**src/rtl/rbpb_pkg.sv**
```systemverilog
// ----------------------------------------------------------------------------
// rbpb_pkg
// Types and constants of the rotated bitmap pixel blit.
// ----------------------------------------------------------------------------
package rbpb_pkg;

   localparam int COORD_BITS  = 11;
   localparam int COLUMN_BITS = 8;
   localparam int LANES       = 8;
   localparam int SEL_BITS    = $clog2(LANES);
   localparam int X_BITS      = COLUMN_BITS + SEL_BITS;
   localparam int CMP_BITS    = (COORD_BITS > X_BITS) ? COORD_BITS : X_BITS;
   localparam int INDEX_BITS  = 3;

   localparam logic [INDEX_BITS-1:0] REG_PAGE_WIDTH     = 3'd0;
   localparam logic [INDEX_BITS-1:0] REG_PAGE_HEIGHT    = 3'd1;
   localparam logic [INDEX_BITS-1:0] REG_CANVAS_WIDTH   = 3'd2;
   localparam logic [INDEX_BITS-1:0] REG_CANVAS_HEIGHT  = 3'd3;
   localparam logic [INDEX_BITS-1:0] REG_TURN_CLOCKWISE = 3'd4;

   typedef struct packed {
      logic [COORD_BITS-1:0]  page_row;
      logic [COLUMN_BITS-1:0] byte_column;
      logic [LANES-1:0]       pixel_byte;
   } req_type;

   typedef struct packed {
      logic [COORD_BITS-1:0] dest_x;
      logic [COORD_BITS-1:0] dest_y;
      logic                  last;
      logic                  fit_error;
   } rsp_type;

   typedef struct packed {
      logic [COORD_BITS-1:0] page_width;
      logic [COORD_BITS-1:0] top;
      logic                  clockwise;
   } lane_cfg_type;

   typedef struct packed {
      logic [LANES-1:0]      mask;
      logic [COORD_BITS-1:0] dest_x;
      logic                  fit_error;
   } load_type;

endpackage

```
**src/rtl/rotated_bitmap_pixel_blit_core.sv**
```systemverilog
// ----------------------------------------------------------------------------
// rotated_bitmap_pixel_blit_core
// Maps black pixels of a 1 bpp page byte onto a quarter-turned, centred canvas.
// ----------------------------------------------------------------------------
// Each accepted byte is decoded by eight pixel lanes in its transfer cycle, and
// its hits are then issued one per cycle while the output is not stalled, from a
// single result register, lowest page x first. A byte has at most eight results;
// a byte with no results leaves the block ready for the next byte. The next byte
// is otherwise taken in the cycle its predecessor's final result moves into the
// result register.
module rotated_bitmap_pixel_blit_core (
   input  logic                                  clock,
   input  logic                                  reset,
   input  logic                                  req_valid,
   output logic                                  req_ready,
   input  rbpb_pkg::req_type                     req_data,
   output logic                                  rsp_valid,
   input  logic                                  rsp_ready,
   output rbpb_pkg::rsp_type                     rsp_data,
   input  logic                                  csr_wr_en,
   input  logic [rbpb_pkg::INDEX_BITS-1:0]       csr_index,
   input  logic [rbpb_pkg::COORD_BITS-1:0]       csr_wdata
);

   localparam int CB = rbpb_pkg::COORD_BITS;
   localparam int LN = rbpb_pkg::LANES;

   logic [CB-1:0] page_width_ff;
   logic [CB-1:0] page_height_ff;
   logic [CB-1:0] canvas_width_ff;
   logic [CB-1:0] canvas_height_ff;
   logic          clockwise_ff;

   logic                   fit_error;
   logic                   row_ok;
   logic [CB-1:0]          left;
   logic [CB-1:0]          dest_x;
   logic [LN-1:0]          lane_hit;
   logic [CB-1:0]          lane_y [LN];
   rbpb_pkg::lane_cfg_type lane_cfg;
   rbpb_pkg::load_type     load;
   logic                   load_valid;

   always_ff @(posedge clock) begin
      if (reset) begin
         page_width_ff    <= '0;
         page_height_ff   <= '0;
         canvas_width_ff  <= '0;
         canvas_height_ff <= '0;
         clockwise_ff     <= 1'b1;
      end else if (csr_wr_en) begin
         unique case (csr_index)
            rbpb_pkg::REG_PAGE_WIDTH:     page_width_ff    <= csr_wdata;
            rbpb_pkg::REG_PAGE_HEIGHT:    page_height_ff   <= csr_wdata;
            rbpb_pkg::REG_CANVAS_WIDTH:   canvas_width_ff  <= csr_wdata;
            rbpb_pkg::REG_CANVAS_HEIGHT:  canvas_height_ff <= csr_wdata;
            rbpb_pkg::REG_TURN_CLOCKWISE: clockwise_ff     <= csr_wdata[0];
            default: ;
         endcase
      end
   end

   assign fit_error = (page_width_ff == '0) || (page_height_ff == '0) ||
                      (page_height_ff > canvas_width_ff) ||
                      (page_width_ff > canvas_height_ff);

   assign left               = (canvas_width_ff - page_height_ff) >> 1;
   assign lane_cfg.page_width = page_width_ff;
   assign lane_cfg.top       = (canvas_height_ff - page_width_ff) >> 1;
   assign lane_cfg.clockwise = clockwise_ff;
   assign row_ok             = (req_data.page_row < page_height_ff);

   always_comb begin
      if (clockwise_ff) begin
         dest_x = left + page_height_ff - CB'(1) - req_data.page_row;
      end else begin
         dest_x = left + req_data.page_row;
      end
   end

   for (genvar b = 0; b < LN; b++) begin : g_lane
      rbpb_lane #(
         .LANE (b)
      ) u_lane (
         .cfg         (lane_cfg),
         .byte_column (req_data.byte_column),
         .pixel       (req_data.pixel_byte[LN-1-b]),
         .hit         (lane_hit[b]),
         .dest_y      (lane_y[b])
      );
   end

   always_comb begin
      load.dest_x    = dest_x;
      load.fit_error = fit_error;
      if (fit_error) begin
         load.mask = LN'(1);
      end else if (row_ok) begin
         load.mask = lane_hit;
      end else begin
         load.mask = '0;
      end
   end

   assign load_valid = req_valid && req_ready;

   rbpb_merge u_merge (
      .clock      (clock),
      .reset      (reset),
      .load_valid (load_valid),
      .load       (load),
      .load_y     (lane_y),
      .load_ready (req_ready),
      .rsp_valid  (rsp_valid),
      .rsp_ready  (rsp_ready),
      .rsp_data   (rsp_data)
   );

endmodule

```
**src/rtl/rbpb_lane.sv**
```systemverilog
// ----------------------------------------------------------------------------
// rbpb_lane
// One pixel lane: decides whether its bit lands on the page and maps its y.
// ----------------------------------------------------------------------------
module rbpb_lane #(
   parameter int LANE = 0
) (
   input  rbpb_pkg::lane_cfg_type                 cfg,
   input  logic [rbpb_pkg::COLUMN_BITS-1:0]       byte_column,
   input  logic                                   pixel,
   output logic                                   hit,
   output logic [rbpb_pkg::COORD_BITS-1:0]        dest_y
);

   localparam int CB = rbpb_pkg::COORD_BITS;
   localparam int XB = rbpb_pkg::X_BITS;
   localparam int MB = rbpb_pkg::CMP_BITS;
   localparam int SB = rbpb_pkg::SEL_BITS;

   logic [XB-1:0] page_x;
   logic [CB-1:0] x_low;

   assign page_x = {byte_column, SB'(LANE)};
   assign x_low  = CB'(page_x);
   assign hit    = pixel && (MB'(page_x) < MB'(cfg.page_width));

   always_comb begin
      if (cfg.clockwise) begin
         dest_y = cfg.top + x_low;
      end else begin
         dest_y = cfg.top + cfg.page_width - CB'(1) - x_low;
      end
   end

endmodule

```
**src/rtl/rbpb_merge.sv**
```systemverilog
// ----------------------------------------------------------------------------
// rbpb_merge
// Holds the lane hits of one byte and issues them in page x order, one per
// transfer, through the result register.
// ----------------------------------------------------------------------------
module rbpb_merge (
   input  logic                                clock,
   input  logic                                reset,
   input  logic                                load_valid,
   input  rbpb_pkg::load_type                  load,
   input  logic [rbpb_pkg::COORD_BITS-1:0]     load_y [rbpb_pkg::LANES],
   output logic                                load_ready,
   output logic                                rsp_valid,
   input  logic                                rsp_ready,
   output rbpb_pkg::rsp_type                   rsp_data
);

   localparam int CB = rbpb_pkg::COORD_BITS;
   localparam int LN = rbpb_pkg::LANES;
   localparam int SB = rbpb_pkg::SEL_BITS;

   logic [LN-1:0]     mask_ff, mask_in;
   logic [CB-1:0]     x_ff;
   logic [CB-1:0]     y_ff [LN];
   logic              err_ff;
   logic              out_valid_ff, out_valid_in;
   rbpb_pkg::rsp_type out_data_ff, out_data_in;

   logic              pop;
   logic [SB-1:0]     sel;
   logic [LN-1:0]     rest;
   logic [LN-1:0]     remaining;

   always_comb begin
      sel = '0;
      for (int i = LN - 1; i >= 0; i--) begin
         if (mask_ff[i]) begin
            sel = SB'(i);
         end
      end
   end

   assign pop        = (mask_ff != '0) && (!out_valid_ff || rsp_ready);
   assign rest       = mask_ff & (mask_ff - LN'(1));
   assign remaining  = pop ? rest : mask_ff;
   assign load_ready = (remaining == '0);
   assign mask_in    = load_valid ? load.mask : remaining;

   always_comb begin
      out_valid_in = out_valid_ff;
      out_data_in  = out_data_ff;
      if (pop) begin
         out_valid_in          = 1'b1;
         out_data_in.dest_x    = err_ff ? '0 : x_ff;
         out_data_in.dest_y    = err_ff ? '0 : y_ff[sel];
         out_data_in.last      = (rest == '0);
         out_data_in.fit_error = err_ff;
      end else if (rsp_ready) begin
         out_valid_in = 1'b0;
      end
   end

   always_ff @(posedge clock) begin
      if (reset) begin
         mask_ff      <= '0;
         out_valid_ff <= 1'b0;
      end else begin
         mask_ff      <= mask_in;
         out_valid_ff <= out_valid_in;
      end
   end

   always_ff @(posedge clock) begin
      out_data_ff <= out_data_in;
      if (load_valid) begin
         x_ff   <= load.dest_x;
         err_ff <= load.fit_error;
         y_ff   <= load_y;
      end
   end

   assign rsp_valid = out_valid_ff;
   assign rsp_data  = out_data_ff;

endmodule

```
**config.mk**
```make
export PLATFORM = sky130hd
export DESIGN_NAME = rotated_bitmap_pixel_blit_core
export DESIGN_NICKNAME = d
export VERILOG_FILES = /design/src/rtl/rbpb_pkg.sv /design/src/rtl/rotated_bitmap_pixel_blit_core.sv /design/src/rtl/rbpb_lane.sv /design/src/rtl/rbpb_merge.sv
export SDC_FILE = /design/constraint.sdc
export NUM_CORES = 1
export LEC_CHECK = 0
export BUFFER_PORTS_ARGS = -buffer_cell sky130_fd_sc_hd__buf_2
export CAP_MARGIN = 25
export CORE_MARGIN = 10
export CORE_UTILIZATION = 40
export CTS_CLUSTER_DIAMETER = 50
export DETAILED_ROUTE_END_ITERATION = 12
export GPL_TIMING_DRIVEN = 0
export HOLD_SLACK_MARGIN = 0.05
export PLACE_DENSITY_LB_ADDON = 0.3
export SLEW_MARGIN = 10
export SYNTH_ARGS = -nofsm -noshare
export SYNTH_HDL_FRONTEND = slang
export SYNTH_SLANG_ARGS = --single-unit
```
**constraint.sdc**
```tcl
create_clock -name clock -period 14 [get_ports clock]
set_input_delay 0 -clock clock [delete_from_list [all_inputs] [get_ports clock]]
set_output_delay 0 -clock clock [all_outputs]
set_load 0.05 [all_outputs]
```
==> results.md <==
* DIE AREA at 41330 µm²
* Worst-path clk slew at 60 ps
* Power density cells at 172.2 nW/µm²
* Total gr overflow at 0
* CTS H-Tree Depth at 4
* Syn Inst Count at 1529
* WP buf/inv at 3
* Yosys Warn Count at 0
* Sequential Power Share at 25.0%
* Core footprint at 33360 µm²
* Yosys cell types at 66
* Relative slew slack at 30.50%
* Comb power frac at 54.9%
* EDFF count, synth at 114
* Final WL at 40680 µm
* Fin nets at 1840
* Die height at 203.3 µm
* Setup Skew at 12.38 ps
* Layout area overhead at 14.60%
* Synth top area share at 25.47%
* Slowest stage delay, CP at 810 ps
* CTS Buf Count at 17
* Setup CP Type: flop to flop
* R2r setup slk at 7190 ps
* Placement Rows at 67
* Final slew viol count at 0
* Top_reg_cell synth: edfxtp_1
* CP max FO at 10
* Crit path DAT at 6970 ps
* Seq/Total Area, Yosys at 33.51%
* Drt first pass iters at 5
* Internal at 1.536 mW
* Avg Cell Area, Syn at 8.790 µm²
* Fmax at 146.9 MHz
* Vias in the first global route at 11195
* NetSw at 1.117 mW
* Fin crit period at 6808 ps
* CTS Root Cell: clkbuf_16
* Synth cell count leaders: 175 x nand2_1, 170 x a21oi_1, 122 x ha_1, 118 x inv_1
* Mapped Nets at 1716
* Post-synthesis cell area at 13440 µm²
* Slowest CP cell: xor2_1
* Setup crit end kind: flop
* Final worst setup slack at 7192 ps
* Most used routing layer: met2
* Synth top area cells: edfxtp_1 25%, ha_1 11%, dfxtp_1 8.0%
* Number of synthesized register bits at 168
* CTS tree: done
* RD Place Congestion at 0.9757
* Met3 Use GR at 2.697%
* Largest net degree at the start of global routing at 74
* Setup violations, final at 0
* CP Cell Sequence: inv_1 > ha_1 > a21o_1 > a31o_2 > xor2_1 > inv_1 > ha_1 > fa_1 > nor2b_1 > o21ai_0 > a21boi_0 > o21ai_0 > a21oi_1 > xor2_1 > ha_1 > clkbuf_1 > a21oi_1 > o21ai_1 > a21oi_1 > xor2_1 > o21ai_0
* Clk_lat worst skew at 450 ps
* Startpoint Class: flop
* Count leader, synth: nand2_1
* Setup_tns at 0 ps
* Met1 usage at 26.24%
* Critical Path RT at 14160 ps
* DR DRC count at 0
* Share of layout cells above drive strength 1 at 8.824%
* RSZ-0062 raised after global routing: no
* GRT Resource Usage Total at 19.69%
* Async S/R FF share, synth at 0%
* Vias per cell at 5.457
* Routed length per instance at 19.24 µm
* Hold Vio Cnt, Final at 0
* Via Count at 11537
* Cell family with most CP delay: compound AO/OA/AOI/OAI gates
* Max-cap violations at 0
* Remaining antenna violation count at 0
* Hold Path Class: primary input to flop
* Initial DRC count at 845
* DP Wirelength at 33210 µm
* Share of the cycle needed by the critical path after routing at 48.63%
* Sw frac at 42.09%
* Post-CTS sizing at 0
* Initial Utilization at 40.28%
* Cell taking the most area after synthesis: edfxtp_1
* P_leak at 6.168 nW
* Worst vdd ir at 0.09802 mV
* I/O Buffers at 71
* Antenna diodes at 0
* Sink Count at 168
* Clock power frac at 20.1%
* Initial antenna violation count at 0
* Chip width at 203.3 µm
* Bufs on Longest Clock Path at 2
* Num ports at 72
* Dpl ws at 7419 ps
* First-pass GRT wire length at 63800 µm
* Outcome: finished, final reports clean
* Slew @ Worst Pin at 1039 ps
* Met2 Use GR at 32.45%
registers in the layout, indices dropped and copies added, names as in the netlist, 8 cells and up:
name / cells
u_merge.y_ff: 78
page_width_ff: 11
u_merge.mask_ff: 8
page_height_ff: 11
u_merge.rsp_data: 24
u_merge.x_ff: 11
canvas_width_ff: 11
canvas_height_ff: 11
layer usage:
metal | vias up | wire length (µm)
li1 | 5654 | -
met1 | 5509 | 18670
met2 | 319 | 19010
met3 | 55 | 2061
met4 | 0 | 936
met5 | - | 0
cell families after synthesis:
group           synth area share, %
xor+xnor                      10.82
mux                           2.672
simple gates                  13.40
flops                         33.51
buf+inv                       5.725
compound gates                19.61
fa+ha+maj                     14.26
final cells by class:
| cell class | count | area [µm²] |
|---|---|---|
| tap | 448 | 560.5 |
| sequential | 168 | 4504 |
| buffer | 79 | 319.1 |
| inverter | 120 | 452.9 |
| timing repair buffer | 105 | 715.7 |
| clock buffer | 19 | 432.9 |
| fill | 3318 | 17960 |
| clock inverter | 13 | 239.0 |
| multi-input combinational | 1162 | 8178 |
final timing paths:
path	startpoint	to	depth (start not counted)
setup / recovery	page_width_ff[2]	u_merge.y_ff[54]	21
hold / removal	req_data[7]	u_merge.mask_ff[0]	4
setup reg to reg	page_width_ff[2]	u_merge.y_ff[54]	21
hold reg to reg	canvas_height_ff[0]	canvas_height_ff[0]	2
power groups by stage:
stage / Clock [mW] / Sequential, mW / Combinational [mW]
final: 0.532 / 0.663 / 1.46
after detailed placement: 0 / 0.674 / 1.42
after CTS: 0.541 / 0.664 / 1.43
after floorplan: 0 / 0.684 / 1.02
after global routing: 0.562 / 0.670 / 1.59
after global placement: 0 / 0.673 / 1.41
timing repair:
item | in CTS | in global routing
endpoints found under the hold margin | 52 | 0
hold buffers | 31 | 0
buffers inserted | 0 | 0
per-stage QoR:
stage	util (%)	hold slack, ps	cells	area [µm²]	total power, mW
after floorplan	-	125.1	1529	13440	1.703
after global placement	43.03	286.2	2048	14360	2.085
after detailed placement	43.22	292.8	2051	14420	2.091
after CTS	46.16	60.48	2114	15400	2.634
after global routing	46.16	124.9	2114	15400	2.820
final	46.16	73.32	2114	15400	2.653
worst register-to-register path, stage by stage, from the launching register on:
cell and delay, ps:
dfxtp_1 510, inv_1 130, ha_1 350, a21o_1 170, a31o_2 250, xor2_1 810
inv_1 510, ha_1 470, fa_1 470, nor2b_1 130, o21ai_0 110, a21boi_0 280
o21ai_0 150, a21oi_1 170, xor2_1 100, ha_1 320, clkbuf_1 550, a21oi_1 150
o21ai_1 370, a21oi_1 130, xor2_1 260, o21ai_0 120
placed cells by master, fill, tap and decap left out, types with 13 or more instances in the layout:
cell type        n
nor3_1          18
a21oi_1        169
xor2_1          52
dlygate4sd3_1   31
dfxtp_1         54
nor2b_1         20
ha_1           122
buf_1           22
inv_1          117
nand2_1        175
mux2i_1         19
clkbuf_16       17
fa_1            19
a21o_1          27
and3_1          13
o211ai_1        34
clkbuf_1        51
nor2_1          81
buf_2           77
o21ai_0         89
edfxtp_1       114
nand3_1         35
mux2_2          13
a211oi_1        15
xnor2_1        114
Note: power is estimated with default switching activity, not from simulation.
